--- src/ordered_array_list_engine_defines.svh ---
// Assertion macros for the ordered array list engine.
// Needs clk_i and rst_ni in the scope of the module that uses them.
`ifndef ORDERED_ARRAY_LIST_ENGINE_DEFINES_SVH
`define ORDERED_ARRAY_LIST_ENGINE_DEFINES_SVH

// same-cycle implication
`define OALE_ASSERT_NOW(lbl, ante, cons, msg) \
  lbl: assert property (@(posedge clk_i) disable iff (!rst_ni) (ante) |-> (cons)) \
    else $error(msg);

// next-cycle implication
`define OALE_ASSERT_NEXT(lbl, ante, cons, msg) \
  lbl: assert property (@(posedge clk_i) disable iff (!rst_ni) (ante) |=> (cons)) \
    else $error(msg);

`endif

--- src/oale_pkg.sv ---
// Shared types and constants for the ordered array list engine.
// No dependencies.
package oale_pkg;

  localparam int unsigned DEPTH_DEF = 64;   // list capacity; field widths allow up to 64
  localparam int unsigned VAL_W     = 32;
  localparam int unsigned OP_W      = 3;
  localparam int unsigned CNT_W     = 7;
  localparam int unsigned FIDX_W    = 6;
  localparam int unsigned STAT_W    = 2;

  localparam logic [OP_W-1:0] OP_PUSH_BACK  = 3'd0;
  localparam logic [OP_W-1:0] OP_PUSH_FRONT = 3'd1;
  localparam logic [OP_W-1:0] OP_POP_BACK   = 3'd2;
  localparam logic [OP_W-1:0] OP_POP_FRONT  = 3'd3;
  localparam logic [OP_W-1:0] OP_INSERT     = 3'd4;
  localparam logic [OP_W-1:0] OP_ERASE      = 3'd5;
  localparam logic [OP_W-1:0] OP_FIND       = 3'd6;

  localparam logic [STAT_W-1:0] STAT_DONE    = 2'd0;
  localparam logic [STAT_W-1:0] STAT_IGNORED = 2'd1;
  localparam logic [STAT_W-1:0] STAT_FULL    = 2'd2;

  typedef struct packed {
    logic [OP_W-1:0]         operation;
    logic [CNT_W-1:0]        position;
    logic signed [VAL_W-1:0] value;
  } item_t;

  typedef struct packed {
    logic [STAT_W-1:0] status;
    logic              found;
    logic [FIDX_W-1:0] found_index;
    logic [CNT_W-1:0]  count;
  } result_t;

  typedef enum logic [1:0] {
    PLAN_NOW,   // ignored or full: answered at once
    PLAN_INS,
    PLAN_ERA,
    PLAN_FIND
  } plan_e;

  typedef enum logic [2:0] {
    S_IDLE,
    S_UP,
    S_PUT,
    S_DN,
    S_SCAN
  } state_e;

  // controller -> datapath
  typedef struct packed {
    logic              load;
    logic              step_up;
    logic              step_dn;
    logic              step_scan;
    logic              put;
    logic              finish;
    logic              inc;
    logic              dec;
    logic              found;
    logic [STAT_W-1:0] status;
  } cmd_t;

  // datapath -> controller
  typedef struct packed {
    plan_e             plan;
    logic [STAT_W-1:0] imm_status;
    logic              up_more;
    logic              dn_more;
    logic              scan_more;
    logic              chk;
    logic              hit;
  } sts_t;

endpackage

--- src/oale_ram.sv ---
// Generic single-write, single-read RAM with registered read data.
// No dependencies.
module oale_ram #(
  parameter  int unsigned WIDTH  = 32,
  parameter  int unsigned DEPTH  = 64,
  localparam int unsigned ADDR_W = (DEPTH > 1) ? $clog2(DEPTH) : 1
) (
  input  logic              clk_i,
  input  logic              we_i,
  input  logic [ADDR_W-1:0] waddr_i,
  input  logic [WIDTH-1:0]  wdata_i,
  input  logic              re_i,
  input  logic [ADDR_W-1:0] raddr_i,
  output logic [WIDTH-1:0]  rdata_o
);

  logic [WIDTH-1:0] mem_q [DEPTH];
  logic [WIDTH-1:0] rdata_q;

  always_ff @(posedge clk_i) begin
    if (we_i) begin
      mem_q[waddr_i] <= wdata_i;
    end
    if (re_i) begin
      rdata_q <= mem_q[raddr_i];
    end
  end

  assign rdata_o = rdata_q;

endmodule

--- src/oale_ctrl.sv ---
// Sequencer for the ordered array list engine.
// Depends on oale_pkg and the assertion macro header.
`include "ordered_array_list_engine_defines.svh"

module oale_ctrl
  import oale_pkg::*;
(
  input  logic clk_i,
  input  logic rst_ni,
  input  logic start_i,
  input  sts_t sts_i,
  output cmd_t cmd_o,
  output logic busy_o
);

  state_e state_q, state_d;

  always_ff @(posedge clk_i or negedge rst_ni) begin
    if (!rst_ni) begin
      state_q <= S_IDLE;
    end else begin
      state_q <= state_d;
    end
  end

  always_comb begin
    state_d = state_q;
    case (state_q)
      S_IDLE: begin
        if (start_i) begin
          case (sts_i.plan)
            PLAN_INS:  state_d = S_UP;
            PLAN_ERA:  state_d = S_DN;
            PLAN_FIND: state_d = S_SCAN;
            default:   state_d = S_IDLE;
          endcase
        end
      end
      S_UP: begin
        if (!sts_i.up_more) begin
          state_d = S_PUT;
        end
      end
      S_PUT: state_d = S_IDLE;
      S_DN: begin
        if (!sts_i.dn_more) begin
          state_d = S_IDLE;
        end
      end
      S_SCAN: begin
        if (sts_i.hit || (!sts_i.scan_more && !sts_i.chk)) begin
          state_d = S_IDLE;
        end
      end
      default: state_d = S_IDLE;
    endcase
  end

  always_comb begin
    cmd_o = '0;
    case (state_q)
      S_IDLE: begin
        if (start_i) begin
          if (sts_i.plan == PLAN_NOW) begin
            cmd_o.finish = 1'b1;
            cmd_o.status = sts_i.imm_status;
          end else begin
            cmd_o.load = 1'b1;
          end
        end
      end
      S_UP: begin
        cmd_o.step_up = sts_i.up_more;
      end
      S_PUT: begin
        cmd_o.put    = 1'b1;
        cmd_o.finish = 1'b1;
        cmd_o.inc    = 1'b1;
      end
      S_DN: begin
        if (sts_i.dn_more) begin
          cmd_o.step_dn = 1'b1;
        end else begin
          cmd_o.finish = 1'b1;
          cmd_o.dec    = 1'b1;
        end
      end
      S_SCAN: begin
        if (sts_i.hit) begin
          cmd_o.finish = 1'b1;
          cmd_o.found  = 1'b1;
        end else if (sts_i.scan_more) begin
          cmd_o.step_scan = 1'b1;
        end else if (!sts_i.chk) begin
          cmd_o.finish = 1'b1;
        end
      end
      default: cmd_o = '0;
    endcase
  end

  assign busy_o = (state_q != S_IDLE);

  `OALE_ASSERT_NEXT(a_finish_idles, cmd_o.finish, state_q == S_IDLE, "finish not followed by idle")
  `OALE_ASSERT_NOW(a_load_only_idle, cmd_o.load, !busy_o && start_i, "load outside accept")

endmodule

--- src/oale_dp.sv ---
// Datapath: entry store, cursor, pending move, compare and result register.
// Depends on oale_pkg, oale_ram and the assertion macro header.
`include "ordered_array_list_engine_defines.svh"

module oale_dp
  import oale_pkg::*;
#(
  parameter int unsigned DEPTH = DEPTH_DEF
) (
  input  logic    clk_i,
  input  logic    rst_ni,
  input  item_t   item_i,
  input  cmd_t    cmd_i,
  output sts_t    sts_o,
  output logic    done_o,
  output result_t result_o
);

  localparam int unsigned ADDR_W = (DEPTH > 1) ? $clog2(DEPTH) : 1;
  localparam logic [CNT_W-1:0] CapCnt = CNT_W'(DEPTH);

  logic [CNT_W-1:0] count_q, count_d;
  logic             pend_q, pend_d;
  logic             chk_q, chk_d;
  logic             done_q;
  logic [CNT_W-1:0] pos_q, pos_d;
  logic [CNT_W-1:0] cur_q, cur_d;
  logic [CNT_W-1:0] wdst_q, wdst_d;
  logic [CNT_W-1:0] chk_idx_q, chk_idx_d;
  logic [VAL_W-1:0] val_q;
  result_t          res_q, res_d;

  // decode of a new item
  logic [CNT_W-1:0]  eff_pos;
  plan_e             plan;
  logic [STAT_W-1:0] imm_status;

  always_comb begin
    eff_pos    = item_i.position;
    plan       = PLAN_NOW;
    imm_status = STAT_IGNORED;
    case (item_i.operation)
      OP_PUSH_BACK:  eff_pos = count_q;
      OP_PUSH_FRONT: eff_pos = '0;
      OP_POP_BACK:   eff_pos = count_q - CNT_W'(1);  // wraps high on empty list
      OP_POP_FRONT:  eff_pos = '0;
      default:       eff_pos = item_i.position;
    endcase
    case (item_i.operation)
      OP_PUSH_BACK, OP_PUSH_FRONT, OP_INSERT: begin
        if (eff_pos > count_q) begin
          imm_status = STAT_IGNORED;
        end else if (count_q >= CapCnt) begin
          imm_status = STAT_FULL;
        end else begin
          plan = PLAN_INS;
        end
      end
      OP_POP_BACK, OP_POP_FRONT, OP_ERASE: begin
        if (eff_pos < count_q) begin
          plan = PLAN_ERA;
        end
      end
      OP_FIND: plan = PLAN_FIND;
      default: plan = PLAN_NOW;
    endcase
  end

  // entry store
  logic              ram_we, ram_re;
  logic [CNT_W-1:0]  ram_waddr, ram_raddr;
  logic [VAL_W-1:0]  ram_wdata, ram_rdata;

  assign ram_we    = cmd_i.put || pend_q;
  assign ram_waddr = cmd_i.put ? pos_q : wdst_q;
  assign ram_wdata = cmd_i.put ? val_q : ram_rdata;
  assign ram_re    = cmd_i.step_up || cmd_i.step_dn || cmd_i.step_scan;
  assign ram_raddr = cmd_i.step_up ? (cur_q - CNT_W'(1)) : cur_q;

  oale_ram #(
    .WIDTH(VAL_W),
    .DEPTH(DEPTH)
  ) u_ram (
    .clk_i  (clk_i),
    .we_i   (ram_we),
    .waddr_i(ram_waddr[ADDR_W-1:0]),
    .wdata_i(ram_wdata),
    .re_i   (ram_re),
    .raddr_i(ram_raddr[ADDR_W-1:0]),
    .rdata_o(ram_rdata)
  );

  // cursor and pending move
  always_comb begin
    pos_d     = pos_q;
    cur_d     = cur_q;
    wdst_d    = wdst_q;
    chk_idx_d = chk_idx_q;
    pend_d    = 1'b0;
    chk_d     = 1'b0;
    if (cmd_i.load) begin
      pos_d = eff_pos;
      case (plan)
        PLAN_INS: cur_d = count_q;
        PLAN_ERA: cur_d = eff_pos + CNT_W'(1);
        default:  cur_d = '0;
      endcase
    end else if (cmd_i.step_up) begin
      pend_d = 1'b1;
      wdst_d = cur_q;
      cur_d  = cur_q - CNT_W'(1);
    end else if (cmd_i.step_dn) begin
      pend_d = 1'b1;
      wdst_d = cur_q - CNT_W'(1);
      cur_d  = cur_q + CNT_W'(1);
    end else if (cmd_i.step_scan) begin
      chk_d     = 1'b1;
      chk_idx_d = cur_q;
      cur_d     = cur_q + CNT_W'(1);
    end
  end

  // count and result
  always_comb begin
    count_d = count_q;
    if (cmd_i.inc) begin
      count_d = count_q + CNT_W'(1);
    end else if (cmd_i.dec) begin
      count_d = count_q - CNT_W'(1);
    end
    res_d             = res_q;
    res_d.status      = cmd_i.status;
    res_d.found       = cmd_i.found;
    res_d.found_index = cmd_i.found ? chk_idx_q[FIDX_W-1:0] : '0;
    res_d.count       = count_d;
  end

  always_ff @(posedge clk_i or negedge rst_ni) begin
    if (!rst_ni) begin
      count_q <= '0;
      pend_q  <= 1'b0;
      chk_q   <= 1'b0;
      done_q  <= 1'b0;
    end else begin
      count_q <= count_d;
      pend_q  <= pend_d;
      chk_q   <= chk_d;
      done_q  <= cmd_i.finish;
    end
  end

  always_ff @(posedge clk_i) begin
    pos_q     <= pos_d;
    cur_q     <= cur_d;
    wdst_q    <= wdst_d;
    chk_idx_q <= chk_idx_d;
    if (cmd_i.load) begin
      val_q <= item_i.value;
    end
    if (cmd_i.finish) begin
      res_q <= res_d;
    end
  end

  assign sts_o.plan       = plan;
  assign sts_o.imm_status = imm_status;
  assign sts_o.up_more    = (cur_q > pos_q);
  assign sts_o.dn_more    = (cur_q < count_q);
  assign sts_o.scan_more  = (cur_q < count_q);
  assign sts_o.chk        = chk_q;
  assign sts_o.hit        = chk_q && (ram_rdata == val_q);

  assign done_o   = done_q;
  assign result_o = res_q;

  `OALE_ASSERT_NOW(a_count_cap, 1'b1, count_q <= CapCnt, "entry count above capacity")
  `OALE_ASSERT_NOW(a_one_writer, cmd_i.put, !pend_q, "value write collides with shift write")
  `OALE_ASSERT_NEXT(a_inc_grows, cmd_i.inc, count_q == $past(count_q) + CNT_W'(1),
                    "count did not grow on insert")

endmodule

--- src/ordered_array_list_engine.sv ---
// Top level of the ordered array list engine: controller plus datapath.
// Depends on oale_pkg, oale_ctrl and oale_dp (which holds oale_ram).
//
//  channel  | strobe / hold   | payload
//  ---------+-----------------+-----------------------------------------
//  item in  | start_i, busy_o | item_i   (operation, position, value)
//  result   | done_o          | result_o (status, found, found_index, count)
//
// An item is taken when start_i is high and busy_o low; done_o then marks
// its result for a single cycle and the receiver cannot stall it.
// Ignored or full items, and push/insert/pop/erase with nothing to move,
// finish quickly, without moving any entry.
// Insert at p shifts the entries from p up one place and erase at p shifts
// those above p down one place: the store has one write and one read port,
// so entries move one per cycle. Find reads the entries in order from
// index 0 and stops at the first match or after the last entry.
// A new item can be taken in the cycle its result is shown.
// Reset empties the list; stored entries need no clearing as only entries
// below the count are ever read.
module ordered_array_list_engine
  import oale_pkg::*;
#(
  parameter int unsigned DEPTH = DEPTH_DEF   // 2 to 64
) (
  input  logic    clk_i,
  input  logic    rst_ni,
  input  logic    start_i,
  output logic    busy_o,
  input  item_t   item_i,
  output logic    done_o,
  output result_t result_o
);

  cmd_t cmd;
  sts_t sts;

  // sequencer: decides when to shift, scan, store and answer
  oale_ctrl u_ctrl (
    .clk_i  (clk_i),
    .rst_ni (rst_ni),
    .start_i(start_i),
    .sts_i  (sts),
    .cmd_o  (cmd),
    .busy_o (busy_o)
  );

  // store, entry count and result register
  oale_dp #(
    .DEPTH(DEPTH)
  ) u_dp (
    .clk_i   (clk_i),
    .rst_ni  (rst_ni),
    .item_i  (item_i),
    .cmd_i   (cmd),
    .sts_o   (sts),
    .done_o  (done_o),
    .result_o(result_o)
  );

endmodule
--- config.mk ---
export PLATFORM = sky130hd
export DESIGN_NAME = ordered_array_list_engine
export DESIGN_NICKNAME = d
export VERILOG_FILES = /design/src/oale_pkg.sv /design/src/oale_ram.sv /design/src/oale_ctrl.sv /design/src/oale_dp.sv /design/src/ordered_array_list_engine.sv
export VERILOG_INCLUDE_DIRS = /design/src /design/src/src
export SDC_FILE = /design/constraint.sdc
export NUM_CORES = 2
export LEC_CHECK = 0
export ABC_AREA = 1
export BUFFER_PORTS_ARGS = -buffer_cell sky130_fd_sc_hd__buf_2
export CAP_MARGIN = 20
export CORE_MARGIN = 8
export CORE_UTILIZATION = 45
export DETAILED_ROUTE_END_ITERATION = 12
export PLACE_DENSITY = 0.65
export SETUP_SLACK_MARGIN = 0.15
export SYNTH_ARGS = -nofsm -noshare
export SYNTH_HDL_FRONTEND = slang
export SYNTH_HIERARCHICAL = 1
export SYNTH_SLANG_ARGS = --single-unit
--- constraint.sdc ---
create_clock -name clk_i -period 14.7 [get_ports clk_i]
set_input_delay 0.735 -clock clk_i [delete_from_list [all_inputs] [get_ports clk_i]]
set_output_delay 0.735 -clock clk_i [all_outputs]
set_load 0.05 [all_outputs]
==> Word level (Yosys, flattened, before mapping) <==
Memories as Yosys holds them, arrays and structs flattened. A register that Yosys moved wholly into a read port is not among the register bits.
Cells that the tools add are included.
{ "classes": {"mux": 54, "eq_ne": 18, "reduce_logical": 22, "addsub": 5, "n_bitwise": 7, "n_lt_le_gt_ge": 5} }
{ "op_table": {"columns": ["cell", "count"], "rows": [
  ["two-way mux 7 bit", 6],
  ["== test 32 bit", 1],
  ["two-way mux 32 bit", 1],
  ["two-way mux 1 bit", 30],
  ["two-way mux 6 bit", 4],
  ["adder 7 x 1 -> 7 bit, second input constant", 3],
  ["case mux 7 bit (3 select lines)", 1],
  ["> comparator 7 bit", 2],
  ["< comparator 7 bit", 2],
  ["case mux 7 bit (2 select lines)", 1],
  ["subtractor 7 x 1 -> 7 bit, second input constant", 2],
  ["== test 3 x 2 -> 1 bit, second input constant", 4],
  ["== test 3 bit, second input constant", 4],
  ["two-way mux 3 bit", 4],
  ["case mux 3 bit (4 select lines)", 1],
  ["case mux 3 bit (3 select lines)", 1],
  ["AND reduction 4 bit", 2],
  ["greater-or-equal comparator 7 bit, second input constant", 1],
  ["NOT 1 bit", 7],
  ["== test 3 x 1 -> 1 bit, second input constant", 2],
  ["logical NOT 3 bit", 2],
  ["two-way mux 2 bit", 3],
  ["inequality test 2 bit, second input constant", 3],
  ["case mux 2 bit (3 select lines)", 1],
  ["other kinds (16)", 23]
]} }
{ "totals": {"regBits": 87, "mem_bits_rw": 2048, "output_inout_bits": 18, "memories": 1, "word_cells": 127, "in_bits": 45} }
{ "memory_table": {"columns": ["memory", "words", "width", "rd", "rd_clocked_by_memory_dff", "write_ports", "line", "source"], "rows": [
  ["u_dp.u_ram.mem_q", 64, 32, 1, 1, 1, "oale_ram.sv:17", "logic [WIDTH-1:0] mem_q [DEPTH];"]
]} }

==> Longest topological paths before layout <==
{ "depth": {"word_depth": 12, "ltp_mapped": 26, "ltp_nobuf": 22} }

==> Cells and area by module <==
The synthesis kept the hierarchy.
{ "modules_own_cells": {"columns": ["module", "n_inst", "seq_area_each_um2", "cells_each", "area_per_inst_um2"], "rows": [
  ["oale_ram", 1, 62459.9, 6769, 83058.4],
  ["oale_dp", 1, 2472.4, 595, 5188.7],
  ["oale_ctrl", 1, 75.1, 56, 361.6]
]} }

==> Least setup slack after synthesis <==
OpenSTA, ideal clock, no wires.
{ "synth_timing": {"path_type": "input port to flip-flop", "start": "input item_i[41] (netlist name)", "end": "register u_dp.cur_q[0], enable pin", "path_buffers": 1, "stages": 16, "arrival_ps": 7177, "setup_ps": 347, "required_time_ps": 14353, "path_slack_ps": 7175, "path_cell_list": "buf_4 > inv_2 > or2_2 > nand2_2 > inv_1 > ha_1 > a21oi_1 > o21ai_0 > nand2_1 > a22oi_1 > o31ai_1 > inv_1 > ha_1 > nor3_1 > clkinv_1 > nand3_1"} }
{ "synth_rtl": {"columns": ["item", "line", "source"], "rows": [
  ["from (decl)", "ordered_array_list_engine.sv:29", "input item_t item_i,"],
  ["to (signal assigned)", "oale_dp.sv:154", "cur_q <= cur_d;"],
  ["to (decl)", "oale_dp.sv:27", "logic [CNT_W-1:0] cur_q, cur_d;"]
]} }

==> impl_metrics.toml <==
[pwr]
p_int_mw = 13.5
clkPwrFrac_pct = 21.6
p_sw_share_pct = 44.1
ir_worst_vdd_mv = 0.288
p_leak_nw = 34.7
p_total_mw = 24.1
p_per_area_mw_per_mm2 = 244
comb_power_share_pct = 44.0
switchingPower_mw = 10.6
power_frac_seq_pct = 34.5

[cts]
h-tree-depth = 4
cts_made_buffers = 205
cts-root-buf = "clkbuf_16"
clk_latency_ns = 0.86
cts.clk_slew.worst_paths_ns = 0.06
cts.sinks = 2167
clk_path_buf_depth = 3
cts_tree = "yes"

[grt]
grt_usage_pct = 23.5
overflow = 0
grt_pass1_wl_um = 373000
antenna_found_initial = 5
grt_pass1_vias = 55300
grt_max_degree = 233

[timing]
finalCriticalPeriod_ns = 7.34
fin_tns_setup_ns = 0
worstMarginPinSlew_ns = 1.23
setup_viol = 0
fmax_ghz = 0.136
relSlewSlack_pct = 17.9
maxSlewViolCount = 0
hold_viol = 0
finalClockSkew_ns = 0.0386
fin_crit_sh_pct = 49.9
rsz0062_at_grt = "no"
fin_ws_ns = 7.36

[worst_setup_path]
cp.required_ns = 15.42
crit_family = "buffers and inverters"
rrSetupSlack_ns = 7.36
endpoint_kind = "register"
critPathKind = "reg -> reg"
crit_buf_inv = 6
regToRegEndpoint = "u_dp/u_ram/rdata_o[9]$_DFFE_PP_"
cpMaxStageDelayCell = "ha_4"
crit_cells = 22
crit_chain = "ha_1 -> inv_1 -> nor2_1 -> nor2_1 -> nor2_1 -> o21bai_1 -> a32oi_1 -> nand3_1 -> inv_1 -> clkinv_1 -> ha_4 -> buf_12 -> buf_12 -> buf_4 -> nand2_1 -> nand3_1 -> nand3_1 -> nand3_1 -> nand3_1 -> nand2_1 -> nand2_1 -> nand2_1"
crit_arrival_ns = 8.06
path_max_fanout = 205
path_common_cell = "nand3_1"
startpoint_type = "register"
worstRegToRegCells = 22
crit_start = "u_dp/cur_q[1]$_DFFE_PP_"
cp_slowest_stage_delay_ns = 0.99
rr_startpoint = "u_dp/cur_q[1]$_DFFE_PP_"

[synthesis]
yosysUniqueCellTypes = 50
ys_ff_latch = 2167
synthArstFlopShare_pct = 0.600
syn_area_per_cell_um2 = 11.9
syn_area_mm2 = 0.0886
synth_most_common_cell = "nand2_1"
ys_top_cells_by_area = "edfxtp_1 73%, nand3_1 11%, nand2_1 10%, buf_2 1.6%, ha_1 0.47%"
yosys.area.top_type = "edfxtp_1"
synthCells = 7420
synth-edff-count = 2154
synth_warnings = 6
mappedNetlistNets = 7498
yosysSeqAreaShare_pct = 73.4
synth_commonest_cells = "2411 x nand2_1, 2154 x edfxtp_1, 1942 x nand3_1"
ys.flop_type = "edfxtp_1"
synth_top_area_share_pct = 73.0

[route]
ant_nets = 0
drt_iter0_drc = 7861
routedWlPerCell_um = 25.2
avgViaCountPerCell = 5.84
drtPass1Iterations = 9
vias = 59600
wirelength_um = 257000
drc = 0

[floorplan]
die_area_mm2 = 0.211
rows = 163
die_h_um = 460
fp.dieW_um = 460
ios = 63
initial_core_util_pct = 45.1
core_mm2 = 0.197

[finish]
drive_gt1_share_pct = 8.62
multi_input_area_mm2 = 0.0216
syn2layout_area_growth_pct = 11.4
nNetsFinal = 7463
fillers = 16700
register_area_mm2 = 0.0650

[worst_hold_path]
hold_path_end = "u_dp/val_q[3]$_DFFE_PP_"
hold_path_depth = 1
hold_start = "item_i[3]"
hp-class = "in -> reg"

[placement]
portBuffers = 62
gp_congestion = 0.886
place_hpwl_um = 129000
pre_cts_slack_ns = 7.40

[run_status]
outcome = "complete, no violations"

[flow_run]
maxCapViolCount = 0
## through the flow
step	area, um2	hold WS (ns)	std cells	util, %
floorplan	88600	0.439	7420	-
global placement	91900	0.537	9798	46.7
detailed placement	91900	0.555	9800	46.7
CTS	98600	0.00480	10200	50.2
global route	98700	0.0372	10200	50.2
finish	98700	0.0754	10200	50.2
## state kept, by name, summed over array words and instances, names as in the netlist
| register | count |
|---|---|
| u_dp/u_ram/rdata_o | 32 |
| u_dp/count_q | 7 |
| u_dp/result_o | 16 |
| u_ctrl/state_q | 3 |
| u_dp/wdst_q | 6 |
| u_dp/cur_q | 7 |
| u_dp/chk_q | 1 |
| u_dp/pos_q | 7 |
| u_dp/chk_idx_q | 6 |
| u_dp/done_o | 1 |
| u_dp/u_ram/mem_q | 2048 |
| u_dp/pend_q | 1 |
| u_dp/val_q | 32 |
## cell families (layout without fill, tap and decap cells)
kind of cell,count (synthesis),count (layout),synth area share (%)
compound gates,108,108,0.754
xor+xnor,16,16,0.158
simple gates,4519,4519,22.1
fa+ha+maj,33,33,0.466
other cells,0,2,0
flops,2167,2167,73.4
buf+inv,577,718,3.12
## worst max-delay path by stage
stage | end | slack (ns)
after CTS | u_dp/u_ram/rdata_o[9]$_DFFE_PP_ | 7.28
after global placement | u_dp/u_ram/rdata_o[9]$_DFFE_PP_ | 7.40
after floorplan | u_dp/cur_q[0]$_DFFE_PP_ | 7.18
after global routing | u_dp/u_ram/rdata_o[9]$_DFFE_PP_ | 6.80
final | u_dp/u_ram/rdata_o[9]$_DFFE_PP_ | 7.36
after detailed placement | u_dp/u_ram/rdata_o[9]$_DFFE_PP_ | 7.40
## final cells by class
type,instances,share of cell area [%]
Antenna cell,2,0.00507
Inverter,110,0.455
Multi-Input combinational cell,4676,21.9
Tap cell,2640,3.35
Timing Repair Buffer,225,1.75
Clock inverter,133,1.17
Clock buffer,250,5.48
Sequential cell,2167,65.9
## cells in the final DEF, fill, tap and decap left out, types with 9 or more instances in the layout
cell type,instances
o22ai_1,9
dfrtp_1,13
clkinv_2,43
nand3_1,1942
nand4_1,16
edfxtp_1,2154
buf_4,135
xor2_1,12
nand2_2,14
clkbuf_16,210
clkbuf_1,40
o21ai_4,24
clkinv_1,54
buf_12,9
dlygate4sd3_1,15
nor2_4,58
buf_2,63
nand2_1,2400
ha_1,32
a21oi_1,12
bufinv_16,16
clkinvlp_4,9
nor2_1,39
inv_1,96
o21ai_0,27
## power groups by stage
stage | combinational, mW | clock (mW) | sequential [mW]
CTS | 10.4 | 5.25 | 8.29
detailed placement | 10.4 | 0 | 8.41
finish | 10.6 | 5.19 | 8.30
global route | 11.4 | 5.46 | 8.31
floorplan | 6.56 | 0 | 8.53
global placement | 10.2 | 0 | 8.41
## what timing repair did
action | in CTS | in global routing
hold buffers | 15 | 0
gates resized for setup | 0 | 0
endpoints found under the hold margin | 27 | 0
buffers inserted | 0 | 0
## layer usage
| layer | share of wire [%] | global-route usage (%) | wire length [um] | up-vias |
|---|---|---|---|---|
| met1 | 39 | 33.2 | 101000 | 29400 |
| met5 | 0 | 0 | 0 | - |
| met4 | 4.2 | 9.50 | 10700 | 0 |
| met2 | 45 | 36.2 | 116000 | 3465 |
| li1 | - | - | - | 26300 |
| met3 | 12 | 4.47 | 29900 | 491 |
No activity file was read; power rests on OpenSTA's default activity.
